$ cat src/hdl/gfau_pkg.sv
// Shared types, operation codes and field arithmetic for the GF(2^8) arithmetic unit.
// No dependencies; every other file of the block but the interfaces refers to it by scoped names.
`default_nettype none

package gfau_pkg;

  localparam logic [1:0] CMD_ADD = 2'd0;
  localparam logic [1:0] CMD_MUL = 2'd1;
  localparam logic [1:0] CMD_INV = 2'd2;
  localparam logic [1:0] CMD_LOG = 2'd3;

  // Low byte of the reduction polynomial x^8 + x^4 + x^3 + x + 1.
  localparam logic [7:0] GF_REDUCE = 8'h1B;
  // Multiplicative group order; also the last exponent index plus one.
  localparam logic [7:0] GF_ORDER = 8'd255;
  localparam logic [7:0] GF_LAST_EXP = 8'd254;
  localparam logic [7:0] GEN_RESET = 8'd3;

  // Table write stream from the builder to the front and back memories.
  typedef struct packed {
    logic       busy;   // tables are being rebuilt
    logic       clear;  // first step of a rebuild: forget all reached values
    logic       we;     // one exponent/element pair to record
    logic [7:0] idx;    // exponent
    logic [7:0] elem;   // generator raised to that exponent
  } tbl_wr_t;

  // One classified request passing from the front to the back.
  typedef struct packed {
    logic       is_inv;  // value is an exponent into the power table
    logic       undef;   // operand zero or never reached
    logic [7:0] value;   // final result, or exponent for inverse
  } q_entry_t;

  function automatic logic [7:0] gf_mul(input logic [7:0] a, input logic [7:0] b);
    logic [7:0] acc;
    logic [7:0] cur;
    acc = 8'd0;
    cur = a;
    for (int bit_idx = 0; bit_idx < 8; bit_idx++) begin
      if (b[bit_idx]) begin
        acc = acc ^ cur;
      end
      if (cur[7]) begin
        cur = {cur[6:0], 1'b0} ^ GF_REDUCE;
      end else begin
        cur = {cur[6:0], 1'b0};
      end
    end
    return acc;
  endfunction

endpackage

`default_nettype wire

$ cat src/hdl/gfau_if.sv
// Valid/ready channel interfaces for requests, responses and generator writes.
// No dependencies.
`default_nettype none

interface gfau_req_if;
  logic       valid;
  logic       ready;
  logic [1:0] cmd;
  logic [7:0] operand_a;
  logic [7:0] operand_b;
  modport source (output valid, output cmd, output operand_a, output operand_b, input ready);
  modport sink (input valid, input cmd, input operand_a, input operand_b, output ready);
endinterface

interface gfau_rsp_if;
  logic       valid;
  logic       ready;
  logic [7:0] result;
  logic       undefined;
  modport source (output valid, output result, output undefined, input ready);
  modport sink (input valid, input result, input undefined, output ready);
endinterface

interface gfau_cfg_if;
  logic       valid;
  logic       ready;
  logic [7:0] generator;
  modport source (output valid, output generator, input ready);
  modport sink (input valid, input generator, output ready);
endinterface

`default_nettype wire

$ cat src/hdl/gfau_builder.sv
// Table rebuild sequencer: walks the powers of the generator, one per cycle.
// Depends on gfau_pkg and the configuration channel interface.
`default_nettype none

module gfau_builder (
  input  wire logic       clk,
  input  wire logic       rst,
  gfau_cfg_if.sink        cfg,
  output gfau_pkg::tbl_wr_t wr
);

  logic       busy;
  logic [7:0] gen;
  logic [7:0] idx;
  logic [7:0] cur;

  // A write restarts the rebuild from exponent zero.
  assign cfg.ready = 1'b1;

  always_ff @(posedge clk) begin
    if (rst) begin
      busy <= 1'b1;
      gen  <= gfau_pkg::GEN_RESET;
      idx  <= 8'd0;
      cur  <= 8'd1;
    end else if (cfg.valid) begin
      busy <= 1'b1;
      gen  <= cfg.generator;
      idx  <= 8'd0;
      cur  <= 8'd1;
    end else if (busy) begin
      if (idx == gfau_pkg::GF_LAST_EXP) begin
        busy <= 1'b0;
      end
      idx <= idx + 8'd1;
      cur <= gfau_pkg::gf_mul(cur, gen);
    end
  end

  always_comb begin
    wr.busy  = busy;
    wr.clear = busy && (idx == 8'd0);
    wr.we    = busy;
    wr.idx   = idx;
    wr.elem  = cur;
  end

endmodule

`default_nettype wire

$ cat src/hdl/gfau_front.sv
// Front stage: accepts requests, does add and multiply, looks up logarithms.
// Holds the log table and the reached-value bits. Depends on gfau_pkg and gfau_req_if.
`default_nettype none

module gfau_front (
  input  wire logic                clk,
  input  wire logic                rst,
  gfau_req_if.sink                 req,
  input  wire gfau_pkg::tbl_wr_t   wr,
  output logic                     push_valid,
  input  wire logic                push_ready,
  output gfau_pkg::q_entry_t       push_data
);

  logic [7:0]   log_table [256];
  logic [255:0] log_valid;

  logic       f_valid;
  logic [1:0] f_cmd;
  logic       f_a_zero;
  logic [7:0] f_arith;
  logic [7:0] lg_rd;
  logic       lv_rd;
  logic       accept;
  logic       lookup;

  assign req.ready  = !wr.busy && (!f_valid || push_ready);
  assign accept     = req.valid && req.ready;
  assign push_valid = f_valid;

  always_ff @(posedge clk) begin
    if (rst) begin
      f_valid <= 1'b0;
    end else if (accept) begin
      f_valid <= 1'b1;
    end else if (push_ready) begin
      f_valid <= 1'b0;
    end
  end

  always_ff @(posedge clk) begin
    if (accept) begin
      f_cmd    <= req.cmd;
      f_a_zero <= (req.operand_a == 8'd0);
      if (req.cmd == gfau_pkg::CMD_ADD) begin
        f_arith <= req.operand_a ^ req.operand_b;
      end else begin
        f_arith <= gfau_pkg::gf_mul(req.operand_a, req.operand_b);
      end
    end
  end

  // Log table: written by the builder, read once per accepted request.
  always_ff @(posedge clk) begin
    if (wr.we) begin
      log_table[wr.elem] <= wr.idx;
    end
    if (accept) begin
      lg_rd <= log_table[req.operand_a];
    end
  end

  // The later exponent overwrites, so the last one reaching a value wins.
  // The first step of a rebuild forgets every value except the one it records.
  always_ff @(posedge clk) begin
    if (wr.clear) begin
      log_valid <= 256'd1 << wr.elem;
    end else if (wr.we) begin
      log_valid[wr.elem] <= 1'b1;
    end
    if (accept) begin
      lv_rd <= log_valid[req.operand_a];
    end
  end

  assign lookup = f_cmd inside {gfau_pkg::CMD_INV, gfau_pkg::CMD_LOG};

  always_comb begin
    push_data.is_inv = (f_cmd == gfau_pkg::CMD_INV);
    push_data.undef  = lookup && (f_a_zero || !lv_rd);
    case (f_cmd)
      gfau_pkg::CMD_ADD, gfau_pkg::CMD_MUL: push_data.value = f_arith;
      gfau_pkg::CMD_LOG:                    push_data.value = lg_rd;
      gfau_pkg::CMD_INV: begin
        // (255 - log) mod 255: log zero maps back to exponent zero.
        if (lg_rd == 8'd0) begin
          push_data.value = 8'd0;
        end else begin
          push_data.value = gfau_pkg::GF_ORDER - lg_rd;
        end
      end
      default: push_data.value = f_arith;
    endcase
  end

endmodule

`default_nettype wire

$ cat src/hdl/gfau_queue.sv
// Two-entry queue between the front and back stages.
// Depends on gfau_pkg for the entry type.
`default_nettype none

module gfau_queue (
  input  wire logic               clk,
  input  wire logic               rst,
  input  wire logic               push_valid,
  output logic                    push_ready,
  input  wire gfau_pkg::q_entry_t push_data,
  output logic                    pop_valid,
  input  wire logic               pop_ready,
  output gfau_pkg::q_entry_t      pop_data
);

  gfau_pkg::q_entry_t entries [2];
  logic       wr_ptr;
  logic       rd_ptr;
  logic [1:0] count;
  logic       do_push;
  logic       do_pop;

  assign push_ready = (count != 2'd2);
  assign pop_valid  = (count != 2'd0);
  assign pop_data   = entries[rd_ptr];
  assign do_push    = push_valid && push_ready;
  assign do_pop     = pop_valid && pop_ready;

  always_ff @(posedge clk) begin
    if (rst) begin
      wr_ptr <= 1'b0;
      rd_ptr <= 1'b0;
      count  <= 2'd0;
    end else begin
      if (do_push) begin
        wr_ptr <= !wr_ptr;
      end
      if (do_pop) begin
        rd_ptr <= !rd_ptr;
      end
      if (do_push && !do_pop) begin
        count <= count + 2'd1;
      end else if (do_pop && !do_push) begin
        count <= count - 2'd1;
      end
    end
  end

  always_ff @(posedge clk) begin
    if (do_push) begin
      entries[wr_ptr] <= push_data;
    end
  end

endmodule

`default_nettype wire

$ cat src/hdl/gfau_back.sv
// Back stage: reads the power table for inverses and holds the response register.
// Depends on gfau_pkg and gfau_rsp_if.
`default_nettype none

module gfau_back (
  input  wire logic               clk,
  input  wire logic               rst,
  input  wire gfau_pkg::tbl_wr_t  wr,
  input  wire logic               pop_valid,
  output logic                    pop_ready,
  input  wire gfau_pkg::q_entry_t pop_data,
  gfau_rsp_if.source              rsp
);

  logic [7:0] power_table [256];

  logic               o_valid;
  gfau_pkg::q_entry_t o_ent;
  logic [7:0]         pw_rd;
  logic               do_pop;

  assign pop_ready = !o_valid || rsp.ready;
  assign do_pop    = pop_valid && pop_ready;

  always_ff @(posedge clk) begin
    if (rst) begin
      o_valid <= 1'b0;
    end else if (do_pop) begin
      o_valid <= 1'b1;
    end else if (rsp.ready) begin
      o_valid <= 1'b0;
    end
  end

  always_ff @(posedge clk) begin
    if (do_pop) begin
      o_ent <= pop_data;
    end
  end

  always_ff @(posedge clk) begin
    if (wr.we) begin
      power_table[wr.idx] <= wr.elem;
    end
    if (do_pop) begin
      pw_rd <= power_table[pop_data.value];
    end
  end

  assign rsp.valid     = o_valid;
  assign rsp.undefined = o_ent.undef;

  always_comb begin
    if (o_ent.undef) begin
      rsp.result = 8'd0;
    end else if (o_ent.is_inv) begin
      rsp.result = pw_rd;
    end else begin
      rsp.result = o_ent.value;
    end
  end

endmodule

`default_nettype wire

$ cat src/hdl/gf256_arithmetic_unit.sv
// Top level of the GF(2^8) arithmetic unit (reduction polynomial 0x11B).
// Depends on gfau_pkg, the channel interfaces, gfau_builder, gfau_front,
// gfau_queue and gfau_back.
//
// Usage:
//   req carries one request per handshake: cmd (0 add, 1 multiply,
//   2 inverse, 3 discrete log) and the bytes operand_a and operand_b.
//   rsp returns exactly one response per request, in order: result and
//   the undefined flag, raised for inverse or log of zero or of a value
//   that no power of the generator reaches (result is then 0).
//   cfg writes the generator that the power and log tables are built from.
//   Reset sets the generator to 3. After reset, and after every generator
//   write, the tables are rebuilt, one exponent per cycle; req.ready
//   stays low during the rebuild. Generator writes are taken at any
//   time and restart the rebuild; they belong in gaps with no request
//   in flight.
//   Throughput is one request per cycle while rsp.ready stays high and
//   no rebuild runs. A request passes the front register (log table
//   read), then the queue, then the response register (power table
//   read), from which its response is offered.
//   When the receiver stalls, the response register holds and the
//   two-entry queue and front register fill before req.ready drops.
`default_nettype none

module gf256_arithmetic_unit (
  input wire logic clk,
  input wire logic rst,
  gfau_req_if.sink   req,
  gfau_rsp_if.source rsp,
  gfau_cfg_if.sink   cfg
);

  gfau_pkg::tbl_wr_t  wr;
  logic               push_valid;
  logic               push_ready;
  gfau_pkg::q_entry_t push_data;
  logic               pop_valid;
  logic               pop_ready;
  gfau_pkg::q_entry_t pop_data;

  // Rebuilds both tables after reset and on every generator write.
  gfau_builder u_builder (
    .clk (clk),
    .rst (rst),
    .cfg (cfg),
    .wr  (wr)
  );

  // Accepts requests, does add and multiply, and reads the log table.
  gfau_front u_front (
    .clk        (clk),
    .rst        (rst),
    .req        (req),
    .wr         (wr),
    .push_valid (push_valid),
    .push_ready (push_ready),
    .push_data  (push_data)
  );

  // Decouples the front from a stalled back end.
  gfau_queue u_queue (
    .clk        (clk),
    .rst        (rst),
    .push_valid (push_valid),
    .push_ready (push_ready),
    .push_data  (push_data),
    .pop_valid  (pop_valid),
    .pop_ready  (pop_ready),
    .pop_data   (pop_data)
  );

  // Reads the power table for inverses and drives the response channel.
  gfau_back u_back (
    .clk       (clk),
    .rst       (rst),
    .wr        (wr),
    .pop_valid (pop_valid),
    .pop_ready (pop_ready),
    .pop_data  (pop_data),
    .rsp       (rsp)
  );

endmodule

`default_nettype wire
$ cat src/flat_wrapper.sv
// flat-port wrapper written by rule: the top's interface ports become plain ports
module gf256_arithmetic_unit_flat 
  (clk, rst, req_valid, req_cmd, req_operand_a, req_operand_b, req_ready, rsp_valid, rsp_result, rsp_undefined, rsp_ready, cfg_valid, cfg_generator, cfg_ready);
  gfau_req_if req_i ();
  gfau_rsp_if rsp_i ();
  gfau_cfg_if cfg_i ();
  input wire logic clk;
  input wire logic rst;
  input wire logic [$bits(req_i.valid)-1:0] req_valid;
  input wire logic [$bits(req_i.cmd)-1:0] req_cmd;
  input wire logic [$bits(req_i.operand_a)-1:0] req_operand_a;
  input wire logic [$bits(req_i.operand_b)-1:0] req_operand_b;
  output wire logic [$bits(req_i.ready)-1:0] req_ready;
  output wire logic [$bits(rsp_i.valid)-1:0] rsp_valid;
  output wire logic [$bits(rsp_i.result)-1:0] rsp_result;
  output wire logic [$bits(rsp_i.undefined)-1:0] rsp_undefined;
  input wire logic [$bits(rsp_i.ready)-1:0] rsp_ready;
  input wire logic [$bits(cfg_i.valid)-1:0] cfg_valid;
  input wire logic [$bits(cfg_i.generator)-1:0] cfg_generator;
  output wire logic [$bits(cfg_i.ready)-1:0] cfg_ready;
  assign req_i.valid = req_valid;
  assign req_i.cmd = req_cmd;
  assign req_i.operand_a = req_operand_a;
  assign req_i.operand_b = req_operand_b;
  assign req_ready = req_i.ready;
  assign rsp_valid = rsp_i.valid;
  assign rsp_result = rsp_i.result;
  assign rsp_undefined = rsp_i.undefined;
  assign rsp_i.ready = rsp_ready;
  assign cfg_i.valid = cfg_valid;
  assign cfg_i.generator = cfg_generator;
  assign cfg_ready = cfg_i.ready;
  gf256_arithmetic_unit u_core (.clk(clk), .rst(rst), .req(req_i), .rsp(rsp_i), .cfg(cfg_i));
endmodule
$ cat config.mk
export PLATFORM = sky130hd
export DESIGN_NAME = gf256_arithmetic_unit_flat
export DESIGN_NICKNAME = d
export VERILOG_FILES = /design/src/hdl/gfau_pkg.sv /design/src/hdl/gfau_if.sv /design/src/hdl/gfau_builder.sv /design/src/hdl/gfau_front.sv /design/src/hdl/gfau_queue.sv /design/src/hdl/gfau_back.sv /design/src/hdl/gf256_arithmetic_unit.sv /design/src/flat_wrapper.sv
export SDC_FILE = /design/constraint.sdc
export NUM_CORES = 2
export LEC_CHECK = 0
export ABC_CLOCK_PERIOD_IN_PS = 16300
export BUFFER_PORTS_ARGS = -buffer_cell sky130_fd_sc_hd__buf_2
export CORE_MARGIN = 1.5
export CORE_UTILIZATION = 35
export DETAILED_ROUTE_END_ITERATION = 8
export PLACE_DENSITY = 0.58
export SLEW_MARGIN = 20
export SYNTH_ARGS = -nofsm -noshare
export SYNTH_HDL_FRONTEND = slang
export SYNTH_HIERARCHICAL = 1
export SYNTH_MEMORY_MAX_BITS = 65536
export SYNTH_SLANG_ARGS = --single-unit
$ cat constraint.sdc
create_clock -name clk -period 16.3 [get_ports clk]
set_input_delay 0.815 -clock clk [delete_from_list [all_inputs] [get_ports clk]]
set_output_delay 0.815 -clock clk [all_outputs]
set_load 0.01 [all_outputs]
==> results by stage <==
Power and ir drop:
- The overall power consumption is approximately 27 mW.
- The maximum ir drop on the vdd rail is ~0.12 mV.
- For this design the static power due to leakage is around 62 nW.
- The power density over the cells is about 130 nW/um2.

Critical path:
- The kind of cell adding the most delay to the critical path is buffers and inverters.
- The most repeated library cell on the critical path is buf_4.
- In this run the critical register-to-register path is captured at u_core/u_front/log_valid[159].
- The number of buffer and inverter instances along the worst setup path is 5.
- The critical path launch point type is a flip-flop.
- The worst setup path is captured at a flip-flop.
- The worst setup path is of the reg2reg kind.
- The signal on the critical path passes through inv_1 > ha_1 > or4b_2 > nor4b_2 > buf_4 > or2_4 > buf_4 > buf_4 > buf_4.
- The maximum fanout along the worst path is 84.
- The endpoint arrival time on the critical path is 6.89 ns.
- The worst register-to-register path begins at u_core/u_builder/idx[0].
- The largest single stage delay on the critical path is about 0.93 ns.
- The slowest stage of the critical path belongs to the cell buf_4.
- The depth of the critical timing path with buffers and inverters included is 9.
- Setup slack on the worst reg-to-reg path comes out at about 10 ns.
- The number of cells traversed by the worst register-to-register path is 9.
- The required time at the endpoint of the critical path is 16.93 ns.

Floorplan:
- In this run the horizontal extent of the chip is approximately 720 um.
- 43 I/O pins were placed.
- The core footprint is slightly above 500000 um2.
- Once the floorplan was initialized, standard cells occupied approximately a third of the core.
- The overall die area is 515000 um2.
- Measured along the y axis, the die boundary spans between 700 and 800 um.
- The floorplan has about 260 rows.

Placed design:
- The final weighted congestion in routability-driven placement is around 0.86.
- The number of buffers added on ports is around 40.
- The total placed instance area is ~190000 um2.
- The HPWL after detailed placement is 305000 um.

CTS:
- The clock-pin slew on the worst setup and hold paths is about 0.060 ns.
- The number of H-tree branching levels is 5.
- Post-CTS timing repair inserted 0 buffers for setup.
- The number of cells upsized or downsized after cts is 0.
- CTS saw 4442 sinks.
- The clock passes through at most 4 buffers.
- The tree is rooted in a clkbuf_16.
- The TritonCTS clock tree is built.
- Buffers inserted during clock tree synthesis total ~440.
- The count of hold-fix buffers inserted at cts is 0.
- Clock latency on the worst-skew pair, taken at its later pin, is around 1.0 ns.

Detailed routing:
- The number of DRC violations after detailed routing is 0.
- The wire length reported by the detailed router is between 500000 and 600000 um.
- The number of nets still failing antenna checks after routing is 0.
- The first-pass iteration count of the detailed router is 6.
- For this block, the initial DRC count from the detailed router was between 10000 and 15000.
- In the routed layout, each cell is associated on average with a via count of approximately 5.7.
- The mean routed wirelength per cell is between 30 and 40 um.
- Summing over every cut layer, the via total after detailed routing is between 90000 and 100k.

Yosys:
- The flop and latch count out of synthesis is 4442.
- The post-synthesis cell type count is 92.
- The prevailing post-synth register cell is edfxtp_1.
- The number of flops mapped to enable cells by yosys is 4410.
- The cell area that synthesis handed to floorplanning was 179000 um2.
- The proportion of netlist area held by the largest area contributor is 74.1%.
- The sequential area share after synthesis is between 70% and 80%.
- The average cell area after synthesis is 19.2 um2.
- The fraction of registers with async set or reset after synthesis is 0%.
- The net count after synthesis is ~9300.
- The number of standard cells after synthesis is roughly 9300.
- Summed over all instances, the cell type with the most area after synthesis is edfxtp_1.
- The number of warnings printed during yosys synthesis is 6.
- edfxtp_1 is the most common cell in the netlist.
- Sorting the synthesized cells by area gives the leading types as edfxtp_1 74%, mux4_2 11%, mux2i_1 2.4%, nor2_1 1.3%, o22ai_1 1.3%.
- The commonest cells after synthesis are 4410 x edfxtp_1, 910 x mux4_2, 640 x nor2_1.

Hold path:
- The worst hold path begins at req_cmd[1].
- The worst hold path terminates at u_core/u_front/f_cmd[1].
- The instance count along the most critical hold path is 1.
- The worst hold path belongs to the class in2reg.

Global route:
- The global router's overall resource usage is 18.8%.
- The number of global-route vias before repair is 93200.
- The number of antenna violations at the first check in global routing is 29.
- Entering global routing, the biggest net connects 200 pins.
- The overflow left after global routing is 0.
- The wire length of the first global-routing pass is between 700000 and 800000 um.

STA:
- The setup TNS after final layout is 0 ns.
- The final count of hold timing violations is 0.
- The maximum clock rate is about 160 MHz.
- Clock skew on the completed layout was measured at between 0.08 and 0.09 ns.
- The number of setup violations in the final report is 0.
- The total count of max-transition violations in the final report is 0.
- At the pin with the least slew margin, the transition time is about 1.3 ns.
- Setup repair after global routing left no endpoint under its margin.
- In this run the tightest slew margin relative to its limit is 14.1%.
- For the finished layout, the period the worst path requires is 6.26 ns.
- The worst path uses a little under 40% of the clock period.

Job:
- The number of maximum-capacitance constraint violations is 0.

Layout:
- The final instance area is 200000 um2.
- Summing all multi-input logic gate instances after layout gives between 40000 and 50000 um2.
- The net count reported at finish is 9438.
- The share of post-route cells with drive strength above 1 is between 10% and 20%.
- The signed area change from the synthesized netlist to the final layout is 11.9%.
- In the final layout, flip-flops and latches occupy 133000 um2.
- Fill cells in the final layout number 45400.

Outcome:
- The run finished with clean final reports.
[power breakdown]
part,switching (mW),internal (mW)
clock,4.36,5.61
sequential,0.159,13.1
combinational,2.54,1.19
total,7.06,19.9
[how the worst max path moves through the flow]
stage	endpoint	slack, ns	from
after floorplan	u_core/u_front/log_valid[0]	8.81	u_core/u_builder/idx[7]
after global placement	u_core/u_front/lg_rd[0]	8.80	req_operand_a[0]
after detailed placement	u_core/u_front/lg_rd[0]	9.76	req_operand_a[0]
after CTS	u_core/u_front/log_valid[159]	10.16	u_core/u_builder/idx[0]
after global routing	u_core/u_front/log_valid[159]	9.74	u_core/u_builder/idx[0]
final	u_core/u_front/log_valid[159]	10.04	u_core/u_builder/idx[0]
[cells in the final DEF (no fill, tap or decap), types with 24 or more instances in the layout]
cell | synthesis | final
mux2i_1 | 426 | 425
xnor2_1 | 69 | 69
xor2_1 | 47 | 47
bufinv_16 | 0 | 35
buf_4 | 55 | 182
clkinv_2 | 0 | 91
nand2_1 | 306 | 302
clkbuf_16 | 0 | 446
a22oi_1 | 180 | 179
nor2_1 | 640 | 624
o22ai_1 | 372 | 372
a21oi_1 | 205 | 204
clkinv_1 | 5 | 108
clkbuf_1 | 256 | 100
mux4_2 | 910 | 910
o221ai_1 | 126 | 126
nand3_1 | 69 | 61
nor3_1 | 73 | 70
inv_1 | 274 | 273
edfxtp_1 | 4410 | 4410
a211oi_1 | 40 | 38
mux4_1 | 36 | 36
o21ai_0 | 74 | 72
buf_2 | 132 | 38
a31oi_1 | 24 | 24
nor2b_1 | 41 | 34
[per-layer routing]
layer | GRT usage, % | vias to the layer above | wire length [um] | part of all wire [%]
met5 | 0 | - | 91 | 0.018
met1 | 25.7 | 49600 | 200000 | 40
met4 | 6.54 | 14 | 19600 | 3.9
li1 | - | 38200 | - | -
met3 | 3.95 | 926 | 46600 | 9.3
met2 | 29.9 | 4796 | 234000 | 47
[cell type report]
cell class	instances	share of cell area (%)
Sequential cell	4442	66.5
Inverter	281	0.530
Multi-Input combinational cell	3986	20.6
Timing Repair Buffer	245	1.01
Tap cell	6732	4.21
Clock inverter	271	1.26
Clock buffer	550	5.79
Antenna cell	8	0.0100
[through the flow]
step / worst slack, ns / hold slack (ns) / utilization, % / instances
after floorplan: 8.81 / 0.471 / - / 9309
after global placement: 8.80 / 0.487 / 36.5 / 15700
after detailed placement: 9.76 / 0.494 / 36.5 / 15700
after CTS: 10.16 / 0.0675 / 39.3 / 16500
after global routing: 9.74 / 0.0786 / 39.3 / 16500
final: 10.04 / 0.118 / 39.3 / 16500
[state kept, by name, indices dropped and copies added (netlist names), 9 cells and up, named ones only]
name and cells:
u_core/u_front/log_valid 256, u_core/u_back/power_table 2048, u_core/u_queue/entries 20, u_core/u_front/log_table 2048
u_core/u_back/o_ent 9
[kinds of logic (layout without fill, tap and decap cells)]
group,count (synthesis),count (layout),share of synthesized area (%)
AOI/OAI and AO/OA,1155,1155,4.34
adders and majority gates,7,7,0.0490
muxes,1396,1396,14.5
xor gates and xnor gates,141,141,0.876
DFF,4442,4442,74.4
buffers and inverters,881,1347,2.64
and+or+nand+nor,1286,1286,3.12
other,1,9,0.00210
(Power assumes the default switching activity.)
